<file path="src/sv/cph_pkg.sv">
// Package for the compass heading smoother: widths, angle constants, the
// CORDIC arctangent table and the word types passed between the stages.
// No dependencies.
`default_nettype none

package cph_pkg;

   // CORDIC configuration; the table holds at most TABLE_LEN steps.
   localparam int CORDIC_STEPS = 16;
   localparam int TABLE_LEN    = 24;
   localparam int CELL_COUNT   = (CORDIC_STEPS < TABLE_LEN) ? CORDIC_STEPS : TABLE_LEN;
   localparam int IDX_W        = $clog2(TABLE_LEN);

   // Field widths.
   localparam int AXIS_W = 16;
   localparam int HEAD_W = 16;
   localparam int GAIN_W = 9;

   // Datapath widths: x and y carry 8 fraction bits plus CORDIC growth;
   // z counts 1/256 of a hundredth of a degree.
   localparam int FRAC_W = 8;
   localparam int XY_W   = 27;
   localparam int Z_W    = 25;
   localparam int ROUND_W = Z_W - FRAC_W;

   // Angle constants in hundredths of a degree.
   localparam int FULL_TURN   = 36000;
   localparam int HALF_TURN   = 18000;
   localparam int HALF_TURN_Z = HALF_TURN * 256;

   // Configuration reset values.
   localparam logic [GAIN_W-1:0] GAIN_RESET = GAIN_W'(51);

   // Configuration register indexes.
   localparam int CSR_IDX_W = 2;
   typedef enum logic [CSR_IDX_W-1:0] {
      CSR_ENABLE = 2'd0,
      CSR_GAIN   = 2'd1,
      CSR_OFFSET = 2'd2
   } cph_csr_index_type;

   typedef logic signed [AXIS_W-1:0] cph_axis_type;

   // Word moving down the CORDIC chain.
   typedef struct packed {
      logic signed [XY_W-1:0] x;
      logic signed [XY_W-1:0] y;
      logic signed [Z_W-1:0]  z;
      logic                   zero_vec;
      cph_axis_type           fx;
      cph_axis_type           fy;
      cph_axis_type           fz;
   } cph_cordic_type;

   // Word leaving the smoother: smoothed heading and the echoed axes.
   typedef struct packed {
      logic [HEAD_W-1:0] heading;
      cph_axis_type      fx;
      cph_axis_type      fy;
      cph_axis_type      fz;
   } cph_head_type;

   // atan(2^-i), rounded, in units of 0.01/256 degree.
   function automatic logic signed [Z_W-1:0] atan_step(input logic [IDX_W-1:0] idx);
      logic signed [Z_W-1:0] a;
      unique case (idx)
         5'd0:  a = Z_W'(1152000);
         5'd1:  a = Z_W'(680065);
         5'd2:  a = Z_W'(359328);
         5'd3:  a = Z_W'(182400);
         5'd4:  a = Z_W'(91554);
         5'd5:  a = Z_W'(45822);
         5'd6:  a = Z_W'(22916);
         5'd7:  a = Z_W'(11459);
         5'd8:  a = Z_W'(5730);
         5'd9:  a = Z_W'(2865);
         5'd10: a = Z_W'(1432);
         5'd11: a = Z_W'(716);
         5'd12: a = Z_W'(358);
         5'd13: a = Z_W'(179);
         5'd14: a = Z_W'(90);
         5'd15: a = Z_W'(45);
         5'd16: a = Z_W'(22);
         5'd17: a = Z_W'(11);
         5'd18: a = Z_W'(6);
         5'd19: a = Z_W'(3);
         5'd20: a = Z_W'(1);
         5'd21: a = Z_W'(1);
         default: a = '0;
      endcase
      return a;
   endfunction

endpackage

`default_nettype wire

</file>
<file path="src/sv/cph_smoother.sv">
// Rounds the CORDIC angle to a wrapped heading, then runs the circular
// smoothing filter that holds the smoothed heading. Depends on cph_pkg.
`default_nettype none

module cph_smoother
   import cph_pkg::*;
(
   input  wire logic              clock,
   input  wire logic              reset,
   input  wire logic [GAIN_W-1:0] gain,
   input  wire logic              in_valid,
   output      logic              in_ready,
   input  wire cph_cordic_type    in_data,
   output      logic              out_valid,
   input  wire logic              out_ready,
   output      cph_head_type      out_data
);

   // Rounding stage registers.
   logic              a_valid_ff, a_valid_in;
   logic [HEAD_W-1:0] a_now_ff, a_now_in;
   cph_axis_type      a_fx_ff, a_fy_ff, a_fz_ff;

   // Filter stage registers and filter state.
   logic              b_valid_ff, b_valid_in;
   logic              b_ready;
   cph_axis_type      b_fx_ff, b_fy_ff, b_fz_ff;
   logic              seen_ff, seen_in;
   logic [HEAD_W-1:0] sm_ff, sm_in;

   logic signed [Z_W-1:0]     z_bias;
   logic signed [ROUND_W-1:0] z_round;
   logic signed [17:0]        diff;
   logic signed [27:0]        prod;
   logic        [27:0]        mag;
   logic        [16:0]        q_mag;
   logic signed [17:0]        sum;
   logic                      b_load;

   assign b_ready   = !b_valid_ff || out_ready;
   assign in_ready  = !a_valid_ff || b_ready;
   assign b_load    = a_valid_ff && b_ready;
   assign out_valid = b_valid_ff;
   assign out_data  = '{heading: sm_ff, fx: b_fx_ff, fy: b_fy_ff, fz: b_fz_ff};

   // Round the angle to hundredths of a degree and wrap it into one turn.
   always_comb begin
      z_bias   = in_data.z + Z_W'(128);
      z_round  = ROUND_W'(z_bias >>> FRAC_W);
      a_now_in = HEAD_W'(z_round);
      if (z_round < 0) begin
         a_now_in = HEAD_W'(z_round + ROUND_W'(FULL_TURN));
      end else if (z_round >= ROUND_W'(FULL_TURN)) begin
         a_now_in = HEAD_W'(z_round - ROUND_W'(FULL_TURN));
      end
      if (in_data.zero_vec) begin
         a_now_in = '0;
      end
   end

   always_comb begin
      a_valid_in = a_valid_ff;
      if (in_ready) begin
         a_valid_in = in_valid;
      end
      b_valid_in = b_valid_ff;
      if (b_ready) begin
         b_valid_in = a_valid_ff;
      end
   end

   // Shortest signed difference, scaled by the gain and rounded half away
   // from zero, then added onto the smoothed heading and wrapped.
   always_comb begin
      diff = $signed({2'b00, a_now_ff}) - $signed({2'b00, sm_ff});
      if (diff > 18'(HALF_TURN)) begin
         diff = diff - 18'(FULL_TURN);
      end else if (diff < -18'(HALF_TURN)) begin
         diff = diff + 18'(FULL_TURN);
      end
      prod  = 28'(diff) * $signed({19'd0, gain});
      mag   = prod[27] ? 28'(-prod) : 28'(prod);
      q_mag = 17'((mag + 28'd128) >> 8);
      if (prod[27]) begin
         sum = $signed({2'b00, sm_ff}) - $signed({1'b0, q_mag});
      end else begin
         sum = $signed({2'b00, sm_ff}) + $signed({1'b0, q_mag});
      end
      if (sum < 0) begin
         sum = sum + 18'(FULL_TURN);
      end else if (sum >= 18'(FULL_TURN)) begin
         sum = sum - 18'(FULL_TURN);
      end
      sm_in   = sm_ff;
      seen_in = seen_ff;
      if (b_load) begin
         seen_in = 1'b1;
         sm_in   = seen_ff ? HEAD_W'(sum) : a_now_ff;
      end
   end

   always_ff @(posedge clock) begin
      if (reset) begin
         a_valid_ff <= 1'b0;
         b_valid_ff <= 1'b0;
         seen_ff    <= 1'b0;
         sm_ff      <= '0;
      end else begin
         a_valid_ff <= a_valid_in;
         b_valid_ff <= b_valid_in;
         seen_ff    <= seen_in;
         sm_ff      <= sm_in;
      end
   end

   // Payload registers follow their stage's load.
   always_ff @(posedge clock) begin
      if (in_valid && in_ready) begin
         a_now_ff <= a_now_in;
         a_fx_ff  <= in_data.fx;
         a_fy_ff  <= in_data.fy;
         a_fz_ff  <= in_data.fz;
      end
      if (b_load) begin
         b_fx_ff <= a_fx_ff;
         b_fy_ff <= a_fy_ff;
         b_fz_ff <= a_fz_ff;
      end
   end

endmodule

`default_nettype wire

</file>
<file path="config.mk">
export PLATFORM = sky130hd
export DESIGN_NAME = cph_smoother
export DESIGN_NICKNAME = d
export VERILOG_FILES = /design/src/sv/cph_pkg.sv /design/src/sv/cph_smoother.sv
export SDC_FILE = /design/constraint.sdc
export NUM_CORES = 1
export LEC_CHECK = 0
export ABC_AREA = 1
export BUFFER_PORTS_ARGS = -buffer_cell sky130_fd_sc_hd__clkbuf_2
export CORE_UTILIZATION = 55
export CTS_CLUSTER_DIAMETER = 150
export DETAILED_ROUTE_END_ITERATION = 10
export PLACE_DENSITY = 0.85
export SLEW_MARGIN = 10
export SYNTH_ARGS = -nofsm -noshare
export SYNTH_HDL_FRONTEND = slang
export SYNTH_SLANG_ARGS = --single-unit
</file>
<file path="constraint.sdc">
create_clock -name clock -period 17.1 [get_ports clock]
set_clock_uncertainty 0.15 [all_clocks]
set_input_delay 1.71 -clock clock [delete_from_list [all_inputs] [get_ports clock]]
set_output_delay 1.71 -clock clock [all_outputs]
set_load 0.005 [all_outputs]
</file>
==> impl_results.md, run 1 <==
* Result of the run: finished, final reports clean
* Number of rows created at floorplan at 60
* Cell seen most often among critical-path stages: sky130_fd_sc_hd__nand2_1
* Post-detailed-route wirelength per cell at roughly 15 µm
* Hold buffer count at CTS at 0
* Min-Delay Path Depth at 0
* Startpoint of the most critical hold path: a_fy_ff[3]$_DFFE_PP_
* Die extent in y at between 150 and 200 µm
* Layout cells sized above 1 at 13.5%
* Timing-limited maximum frequency at about 68 MHz
* First-pass iteration count of the detailed router at 6
* Post-synth EDFFs at between 100 and 150
* Hold violation total from the final report at 0
* Cell total after placement at between 2,000 and 2,500
* Overall fraction of global-route tracks in use at 27.7%
* Syn Nets at 2,391
* Total clock buffers created by CTS at 17
* Gates resized, CTS repair at 0
* Max Buffers Root-to-Sink at 2
* FF-to-FF Start: a_now_ff[0]$_SDFFCE_PP0P_
* Share of synthesized area occupied by flip-flops and latches at between 20 and 25%
* Total wire length after detailed routing at between 30 and 40 mm
* Share of synthesized area spent on multiplexers at 0%
* Reg2Reg Setup Slack at 2460 ps
* Overall via count from detail_route at around 14,000
* Type of the worst min-delay path: flop to flop
* Buffer and inverter count on the worst path at 11
* First-pass GRT wire length at 63.8 mm
* Worst-case reg-to-reg path depth at 76
* Unrepaired setup endpoints after global routing: no
* Cell types with the largest area share after synthesis: sky130_fd_sc_hd__edfxtp_1, sky130_fd_sc_hd__fa_1, sky130_fd_sc_hd__nand2_1, sky130_fd_sc_hd__inv_1, sky130_fd_sc_hd__ha_1
* Count of antenna diodes in the layout at 0
* Fraction of registers with async set or reset after synthesis at 0%
* Number of warnings printed during yosys synthesis at 0
* Gate Count Post-Synth at approximately 2,000
* Critical path type: flop to flop
* Sinks on the clock net at ~130
* Most common library cell in the layout ignoring fill and taps: sky130_fd_sc_hd__nand2_1
* Detailed router's first-iteration violation count at between 1,000 and 1,500
* Commonest non-fill, non-tap cells in the layout: sky130_fd_sc_hd__nand2_1, sky130_fd_sc_hd__inv_1, sky130_fd_sc_hd__nor2_1
* Final min period at approximately 15,000 ps
* CP Launch Type: flop
* Total DRC errors in the routed layout at 0
* Synthesized-area fraction occupied by xor and xnor cells at under 10%
* Unique cell type count in the Yosys netlist at 55
* Standard cell with the maximum stage delay on the critical path: sky130_fd_sc_hd__xor2_1
* Number of global-route vias before repair at 13,700
* Area overhead of the layout relative to synthesis at 10.8%
* Setup TNS at 0 ps
* Input/output buffers at between 100 and 150
* Dpl hpwl at roughly 31 mm
* Count of final max-slew check failures at 0
* Total grt overflow at 0
* Number of max-cap violations at 0
* Later-pin clock latency in the skew report at ~420 ps
* Crit path largest cell delay at around 800 ps
* H-tree levels at 4
* Synth Area in Adders at a little over a quarter
* Number of synthesized register bits at between 100 and 150
* TritonCTS clock tree: built
* CTS root buffer: sky130_fd_sc_hd__clkbuf_16
* Starting density of the core at 56.7%
* WHS at 265 ps
* Area fraction of the dominant cell type after synthesis at 21.8%
* Leading register cell type out of synthesis: sky130_fd_sc_hd__edfxtp_1
* Terminus of the critical flop-to-flop path: sm_ff[15]$_SDFFE_PP0P_
* Worst-margin pin slew at 1020 ps
* Count of endpoints failing setup in the final report at 0
* Initial antenna violation count at 0
* Horiz. Die Dim at around 170 µm
* CP arrival at between 10,000 and 15,000 ps
* Fin nets at roughly 2,500
* Number of nets with antenna violations after detailed routing at 0
* Combinational family with the most area after synthesis: simple AND/OR/NAND/NOR gates
* Die Outline Area at between 20,000 and 30,000 µm²
* Reg clk slew, reported paths at ~60 ps
* Count of non-filler cells in the finished layout at 2,531
* Post-route clock period utilization at between 80% and 90%
* Delay-heaviest family, CP: simple AND/OR/NAND/NOR gates
* Number of I/O pins at about 210
* Critical path required time at ~17,000 ps
* Standard cell core area at around 27,000 µm²
* CP endpoint kind: flop
* Synthesized-area fraction occupied by ao, oa, aoi and oai cells at 6.99%
* Critical Path Fanout Max at 28
* Maximum number of pins on one net before global-route repair at 65
* Number of gates on the worst path with buffers counted at 76
* Simple-Gate Fraction of Synth Area at about 27%
* Worst slew margin relative to its limit at between 30% and 40%
* Cell Area, Synth at between 15,000 and 20,000 µm²
* Hold Path Sink: b_fy_ff[3]$_DFFE_PP_
* Via-per-instance ratio at approximately 5.3
* Post-CTS Repair Setup Buffers at 0
* Post-synthesis average cell area at a little under 8 µm²
* Leading area contributor after synthesis: sky130_fd_sc_hd__edfxtp_1
* Gpl congestion at ~0.96
## worst max path at each step
| stage | start | slack (ps) | endpoint |
|---|---|---|---|
| floorplan | a_now_ff[0]$_SDFFCE_PP0P_ | 5720 | sm_ff[10]$_SDFFE_PP0P_ |
| global placement | a_now_ff[0]$_SDFFCE_PP0P_ | 3150 | sm_ff[15]$_SDFFE_PP0P_ |
| detailed placement | a_now_ff[0]$_SDFFCE_PP0P_ | 2840 | sm_ff[15]$_SDFFE_PP0P_ |
| CTS | a_now_ff[0]$_SDFFCE_PP0P_ | 2760 | sm_ff[15]$_SDFFE_PP0P_ |
| global route | a_now_ff[0]$_SDFFCE_PP0P_ | 1390 | sm_ff[15]$_SDFFE_PP0P_ |
| finish | a_now_ff[0]$_SDFFCE_PP0P_ | 2460 | sm_ff[15]$_SDFFE_PP0P_ |
## area by class of cell
cell class	count	area, µm²
clock buffers	17	425
repair buffers	147	741
well taps	372	465
fillers	2262	10100
multi-input cells	1451	10100
clock inverters	15	194
flip-flops and latches	131	3740
inverters	398	1490
## synth_stat cells, drive strengths merged, types with 19 or more instances
library cell	instances
a21oi	88
nor2	240
nand2	504
xor2	55
nand3	135
dfxtp	19
inv	395
xnor2	24
fa	138
o21ai	58
clkbuf	21
nand4	26
edfxtp	112
ha	102
## state kept, by name (all words and copies together), names as in the netlist
register    count
a_fx_ff        16
a_fy_ff        16
a_fz_ff        16
a_now_ff       16
b_fx_ff        16
b_fy_ff        16
b_fz_ff        16
sm_ff          16
a_valid_ff      1
out_valid       1
seen_ff         1
## stage by stage
step / worst slack (ps) / util [%] / cell area [µm²]
global placement: 3150 / 60.6 / 16500
CTS: 2760 / 62.8 / 17100
floorplan: 5720 / - / 15500
finish: 2460 / 62.8 / 17100
detailed placement: 2840 / 60.6 / 16500
global route: 1390 / 62.8 / 17100
## cells by family after synthesis
kind of cell / count (synthesis)
adders and majority gates: 240
AOI/OAI and AO/OA: 188
DFF: 131
and+or+nand+nor: 944
xor gates and xnor gates: 79
buffers and inverters: 428
## layer usage
| metal | track usage (%) | vias up | wire [µm] |
|---|---|---|---|
| li1 | - | 6602 | - |
| met1 | 34.3 | 6345 | 15900 |
| met2 | 48.5 | 489 | 18500 |
| met3 | 4.85 | 82 | 2770 |
| met4 | 10.0 | 0 | 1070 |
| met5 | 0 | - | 0 |
Power of run 1 is left out: the tool's default activity adds up to more than one toggle a clock period on the data nets, which glitch-free logic cannot reach.
==> inputs of run 2 (changes only) <==
- CAP_MARGIN: default -> 5
- CORE_MARGIN: default -> 2
- CORE_UTILIZATION: 55 -> 25
- PLACE_DENSITY: 0.85 -> 0.49
==> run 2 against run 1 <==
  * Utilization fell by 34 points
  * Wire length rose by 9.3%
  * Hold slack improved by 0.93 ps
==> impl_results.md, run 2 (synthesized netlist as in run 1, its figures left out) <==
* Fin nets at 2,529 (was 2,527)
* Detailed router's first-iteration violation count at 772 (was 1,160)
* Delay-heaviest family, CP: simple AND/OR/NAND/NOR gates (unchanged)
* Result of the run: finished, final reports clean (unchanged)
* Number of rows created at floorplan at 91 (was 60)
* Critical path type: flop to flop (unchanged)
* Overall fraction of global-route tracks in use at 13.4% (was 27.7%)
* TritonCTS clock tree: built (unchanged)
* Type of the worst min-delay path: flop to flop (unchanged)
* First-pass GRT wire length at 68.9 mm (was 63.8 mm)
* Number of filler cells placed in the layout at 6,565 (was 2,262)
* Total clock buffers created by CTS at 17 (unchanged)
* Worst-margin pin slew at 1090 ps (was 1020 ps)
* Number of global-route vias before repair at 13,500 (was 13,700)
* Post-detailed-route wirelength per cell at 14.2 µm (was 15.1 µm)
* H-tree levels at 4 (unchanged)
* Count of endpoints failing setup in the final report at 0 (unchanged)
* Setup TNS at 0 ps (unchanged)
* Area overhead of the layout relative to synthesis at 14.2% (was 10.8%)
* Horiz. Die Dim at 253 µm (was 170 µm)
* Die extent in y at 253 µm (was 170 µm)
* Initial antenna violation count at 1 (was 0)
* Number of I/O pins at 207 (unchanged)
* Hold violation total from the final report at 0 (unchanged)
* Critical Path Fanout Max at 28 (unchanged)
* Final min period at 14,620 ps (was 14,640 ps)
* Dpl hpwl at 35.0 mm (was 30.5 mm)
* Total DRC errors in the routed layout at 0 (unchanged)
* Total grt overflow at 0 (unchanged)
* Maximum number of pins on one net before global-route repair at 50 (was 65)
* Timing-limited maximum frequency at 68.4 MHz (was 68.3 MHz)
* CP Launch Type: flop (unchanged)
* First-pass iteration count of the detailed router at 5 (was 6)
* CP endpoint kind: flop (unchanged)
* Most common library cell in the layout ignoring fill and taps: sky130_fd_sc_hd__nand2_1 (unchanged)
* Reg2Reg Setup Slack at 2480 ps (was 2460 ps)
* Layout cells sized above 1 at 13.5% (about the same)
* Overall via count from detail_route at 13,100 (was 13,500)
* Number of max-cap violations at 0 (unchanged)
* Number of nets with antenna violations after detailed routing at 0 (unchanged)
* Post-route clock period utilization at 85.5% (was 85.6%)
* Total wire length after detailed routing at 41.8 mm (was 38.2 mm)
* Input/output buffers at 145 (unchanged)
* Via-per-instance ratio at 4.45 (was 5.34)
* Gates resized, CTS repair at 0 (unchanged)
* Critical path required time at 17,220 ps (was 17,230 ps)
* Commonest non-fill, non-tap cells in the layout: sky130_fd_sc_hd__nand2_1, sky130_fd_sc_hd__inv_1, sky130_fd_sc_hd__nor2_1 (unchanged)
* Unrepaired setup endpoints after global routing: no (unchanged)
* Starting density of the core at 25.2% (was 56.7%)
* Standard cell core area at 61,400 µm² (was 27,300 µm²)
* Reg clk slew, reported paths at 60 ps (about the same)
* Hold buffer count at CTS at 0 (unchanged)
* CTS root buffer: sky130_fd_sc_hd__clkbuf_16 (unchanged)
* Later-pin clock latency in the skew report at 410 ps (was 420 ps)
* CP arrival at 14,740 ps (was 14,770 ps)
* Post-CTS Repair Setup Buffers at 0 (unchanged)
* Standard cell with the maximum stage delay on the critical path: sky130_fd_sc_hd__o21ai_0 (was sky130_fd_sc_hd__xor2_1)
* Count of final max-slew check failures at 0 (unchanged)
* Gpl congestion at 0.838 (was 0.962)
* Die Outline Area at 63,800 µm² (was 28,800 µm²)
* Crit path largest cell delay at 620 ps (was 790 ps)
* Sinks on the clock net at 131 (unchanged)
* Cell seen most often among critical-path stages: sky130_fd_sc_hd__nand2_1 (unchanged)
* Worst slew margin relative to its limit at 27.3% (was 31.6%)
* Buffer and inverter count on the worst path at 10 (was 11)
* Max Buffers Root-to-Sink at 2 (unchanged)
==> run 2: cell count changes in the layout (fill, tap and decap cells not counted) <==
cell	before	now
sky130_fd_sc_hd__inv_8	3	1
sky130_fd_sc_hd__inv_6	5	3
sky130_fd_sc_hd__clkinv_1	3	4
sky130_fd_sc_hd__clkinv_2	2	1
sky130_fd_sc_hd__clkinv_4	1	4
sky130_fd_sc_hd__diode_2	0	1
sky130_fd_sc_hd__buf_4	2	4
==> run 2: final cells by class <==
class	instances	area [µm²]	area share, %
diodes	1	2.50	0.0142
clock buffers	17	425	2.41
clock inverters	14	179	1.01
inverters	398	1490	8.47
multi-input cells	1451	10100	57.0
flip-flops and latches	131	3740	21.2
well taps	790	988	5.60
repair buffers	149	756	4.28
==> run 2: metrics by stage <==
stage                     hold WS (ps)  setup slack, ps  area, µm²  instances  utilization, %
final                              266             2480      17600       2951            28.8
after global routing               271              855      17600       2951            28.8
after CTS                          269             2330      17600       2950            28.8
after detailed placement           255             2420      17000       2919            27.8
after global placement             250             2540      17000       2919            27.8
after floorplan                    250             5720      15500       2010               -
==> run 2: metal layers <==
metal / up-vias / track usage, % / share of wire (%)
li1: 6597 / - / -
met4: 0 / 2.32 / 1.1
met1: 6283 / 17.6 / 46
met3: 27 / 2.11 / 3.9
met2: 236 / 23.3 / 49
met5: - / 0 / 0
==> run 2: path summary, 6_finish.rpt <==
check / start / endpoint / depth (start not counted)
setup / recovery: a_now_ff[0]$_SDFFCE_PP0P_ / sm_ff[15]$_SDFFE_PP0P_ / 73
hold / removal: a_fz_ff[6]$_DFFE_PP_ / b_fz_ff[6]$_DFFE_PP_ / 0
setup reg to reg: a_now_ff[0]$_SDFFCE_PP0P_ / sm_ff[15]$_SDFFE_PP0P_ / 73
hold reg to reg: a_fz_ff[6]$_DFFE_PP_ / b_fz_ff[6]$_DFFE_PP_ / 0
Power of run 2 is left out for the same reason.
==> inputs of run 3 (changes only) <==
- GPL_TIMING_DRIVEN: default -> 0
==> run 3 against run 2 <==
  * Largest cell class unchanged
  * Cell count increased by 0.78%
  * Register-to-register slack improved by 780 ps
  * Critical path type unchanged
  * Global-route usage increased by 0.32 points
  * Flip-flop and latch count unchanged
  * Worst setup slack improved by 780 ps
  * Die area unchanged
  * First-iteration DRC count decreased by 2.8%
  * Sequential share of layout area decreased by 0.096 points
  * Wire length increased by 2.2%
  * Highest routed layer unchanged
  * Critical path depth increased by 2
  * Non-clock buffer count increased by 23
==> impl_results.md, run 3 (synthesized netlist as in run 1, its figures left out) <==
* Reg clk slew, reported paths at 60 ps (about the same)
* Instance area after placement at 17,200 µm² (was 17,000 µm²)
* Overall fraction of global-route tracks in use at 13.7% (was 13.4%)
* Final design instance area without fill at 17,700 µm² (was 17,600 µm²)
* Total wire length after detailed routing at 42.7 mm (was 41.8 mm)
* Sinks on the clock net at 131 (unchanged)
* Hold violation total from the final report at 0 (unchanged)
* Count of endpoints failing setup in the final report at 0 (unchanged)
* Detailed router's first-iteration violation count at 750 (was 772)
* Post-CTS Repair Setup Buffers at 0 (unchanged)
* Timing-limited maximum frequency at 72.3 MHz (was 68.4 MHz)
* Crit path launch: a_now_ff[0]$_SDFFCE_PP0P_ (unchanged)
* Most common library cell in the layout ignoring fill and taps: sky130_fd_sc_hd__nand2_1 (unchanged)
* FF-to-FF Start: a_now_ff[0]$_SDFFCE_PP0P_ (unchanged)
* Cell seen most often among critical-path stages: sky130_fd_sc_hd__nand2_1 (unchanged)
* Number of rows created at floorplan at 91 (unchanged)
* Total DRC errors in the routed layout at 0 (unchanged)
* Total clock buffers created by CTS at 17 (unchanged)
* Final min period at 13,840 ps (was 14,620 ps)
* Dpl hpwl at 36.2 mm (was 35.0 mm)
* Type of the worst min-delay path: flop to flop (unchanged)
* Critical Path Fanout Max at 10 (was 28)
* Input/output buffers at 141 (was 145)
* Count of antenna diodes in the layout at 0 (was 1)
* Commonest non-fill, non-tap cells in the layout: sky130_fd_sc_hd__nand2_1, sky130_fd_sc_hd__inv_1, sky130_fd_sc_hd__nor2_1 (unchanged)
* Worst-margin pin slew at 855 ps (was 1090 ps)
* Setup TNS at 0 ps (unchanged)
* Reg2Reg Setup Slack at 3260 ps (was 2480 ps)
* Worst setup path endpoint: sm_ff[12]$_SDFFE_PP0P_ (was sm_ff[15]$_SDFFE_PP0P_)
* Number of nets with antenna violations after detailed routing at 0 (unchanged)
* Count of final max-slew check failures at 0 (unchanged)
* Horiz. Die Dim at 253 µm (unchanged)
* Number of global-route vias before repair at 13,600 (was 13,500)
* Overall via count from detail_route at 13,300 (was 13,100)
* TritonCTS clock tree: built (unchanged)
* Crit path largest cell delay at 680 ps (was 620 ps)
* CP arrival at 13,950 ps (was 14,740 ps)
* Hold buffer count at CTS at 0 (unchanged)
* Fin nets at 2,552 (was 2,529)
* Layout cells sized above 1 at 13.5% (about the same)
* First-pass GRT wire length at 70.3 mm (was 68.9 mm)
* First-pass iteration count of the detailed router at 5 (unchanged)
* Number of max-cap violations at 0 (unchanged)
* CP endpoint kind: flop (unchanged)
* Worst slack at placement at 3290 ps (was 2420 ps)
* Area overhead of the layout relative to synthesis at 14.7% (was 14.2%)
* H-tree levels at 4 (unchanged)
* Standard cell with the maximum stage delay on the critical path: sky130_fd_sc_hd__o21ai_0 (unchanged)
* Critical path type: flop to flop (unchanged)
* Critical path required time at 17,220 ps (about the same)
* CTS root buffer: sky130_fd_sc_hd__clkbuf_16 (unchanged)
* Result of the run: finished, final reports clean (unchanged)
* Post-detailed-route wirelength per cell at 14.4 µm (was 14.2 µm)
* Gates resized, CTS repair at 0 (unchanged)
* Number of I/O pins at 207 (unchanged)
* Initial antenna violation count at 0 (was 1)
* Total grt overflow at 0 (unchanged)
* Die Outline Area at 63,800 µm² (unchanged)
* Post-route clock period utilization at 80.9% (was 85.5%)
* Worst-case reg-to-reg path depth at 75 (was 73)
* Via-per-instance ratio at 4.46 (was 4.45)
* Unrepaired setup endpoints after global routing: no (unchanged)
* Maximum number of pins on one net before global-route repair at 65 (was 50)
* Terminus of the critical flop-to-flop path: sm_ff[12]$_SDFFE_PP0P_ (was sm_ff[15]$_SDFFE_PP0P_)
* Standard cell core area at 61,400 µm² (unchanged)
* Die extent in y at 253 µm (unchanged)
* Smallest setup slack after layout at 3260 ps (was 2480 ps)
* Gpl congestion at 0.861 (was 0.838)
* Worst slew margin relative to its limit at 42.4% (was 27.3%)
* Max Buffers Root-to-Sink at 2 (unchanged)
* Later-pin clock latency in the skew report at 410 ps (about the same)
* CP Launch Type: flop (unchanged)
* Starting density of the core at 25.2% (unchanged)
-- run 3: area by class of cell --
type	instances	area [µm²]
buffer	30	156
clock buffer	18	429
clock inverter	14	129
fill	6607	43600
inverter	398	1500
multi-input combinational	1451	10100
sequential	131	3740
tap	790	988
timing repair buffer	142	726
-- run 3: routing by layer --
layer | up-vias | wire [µm] | GRT usage (%)
li1 | 6658 | - | -
met1 | 6322 | 19900 | 18.3
met2 | 240 | 20500 | 23.6
met3 | 34 | 1900 | 2.33
met4 | 0 | 431 | 2.13
met5 | - | 0 | 0
-- run 3: worst min path at each step --
stage	start	to	depth (start not counted)
2_1_floorplan	a_fx_ff[0]$_DFFE_PP_	b_fx_ff[0]$_DFFE_PP_	0
3_3_place_gp	a_fz_ff[3]$_DFFE_PP_	b_fz_ff[3]$_DFFE_PP_	0
3_5_place_dp	a_fx_ff[5]$_DFFE_PP_	b_fx_ff[5]$_DFFE_PP_	0
4_1_cts	a_fx_ff[9]$_DFFE_PP_	b_fx_ff[9]$_DFFE_PP_	0
5_1_grt	a_fx_ff[9]$_DFFE_PP_	b_fx_ff[9]$_DFFE_PP_	0
6_report	a_fy_ff[3]$_DFFE_PP_	b_fy_ff[3]$_DFFE_PP_	0
-- run 3: metrics by stage --
step                      hold WS [ps]  cells  util, %
after floorplan                    250   2010        -
final                              261   2974     28.9
after global placement             250   2941     27.9
after global routing               272   2974     28.9
after detailed placement           255   2942     28.0
after CTS                          268   2974     28.9
-- run 3: critical path: cells and delay by family, from the launching register on --
| family | cells | cell delay (ps) |
|---|---|---|
| DFF | 1 | 350 |
| buffers and inverters | 13 | 1760 |
| adders and majority gates | 11 | 4270 |
| AOI/OAI and AO/OA | 16 | 2740 |
| and+or+nand+nor | 32 | 3730 |
| xor gates and xnor gates | 3 | 670 |
Power of run 3 is left out for the same reason.
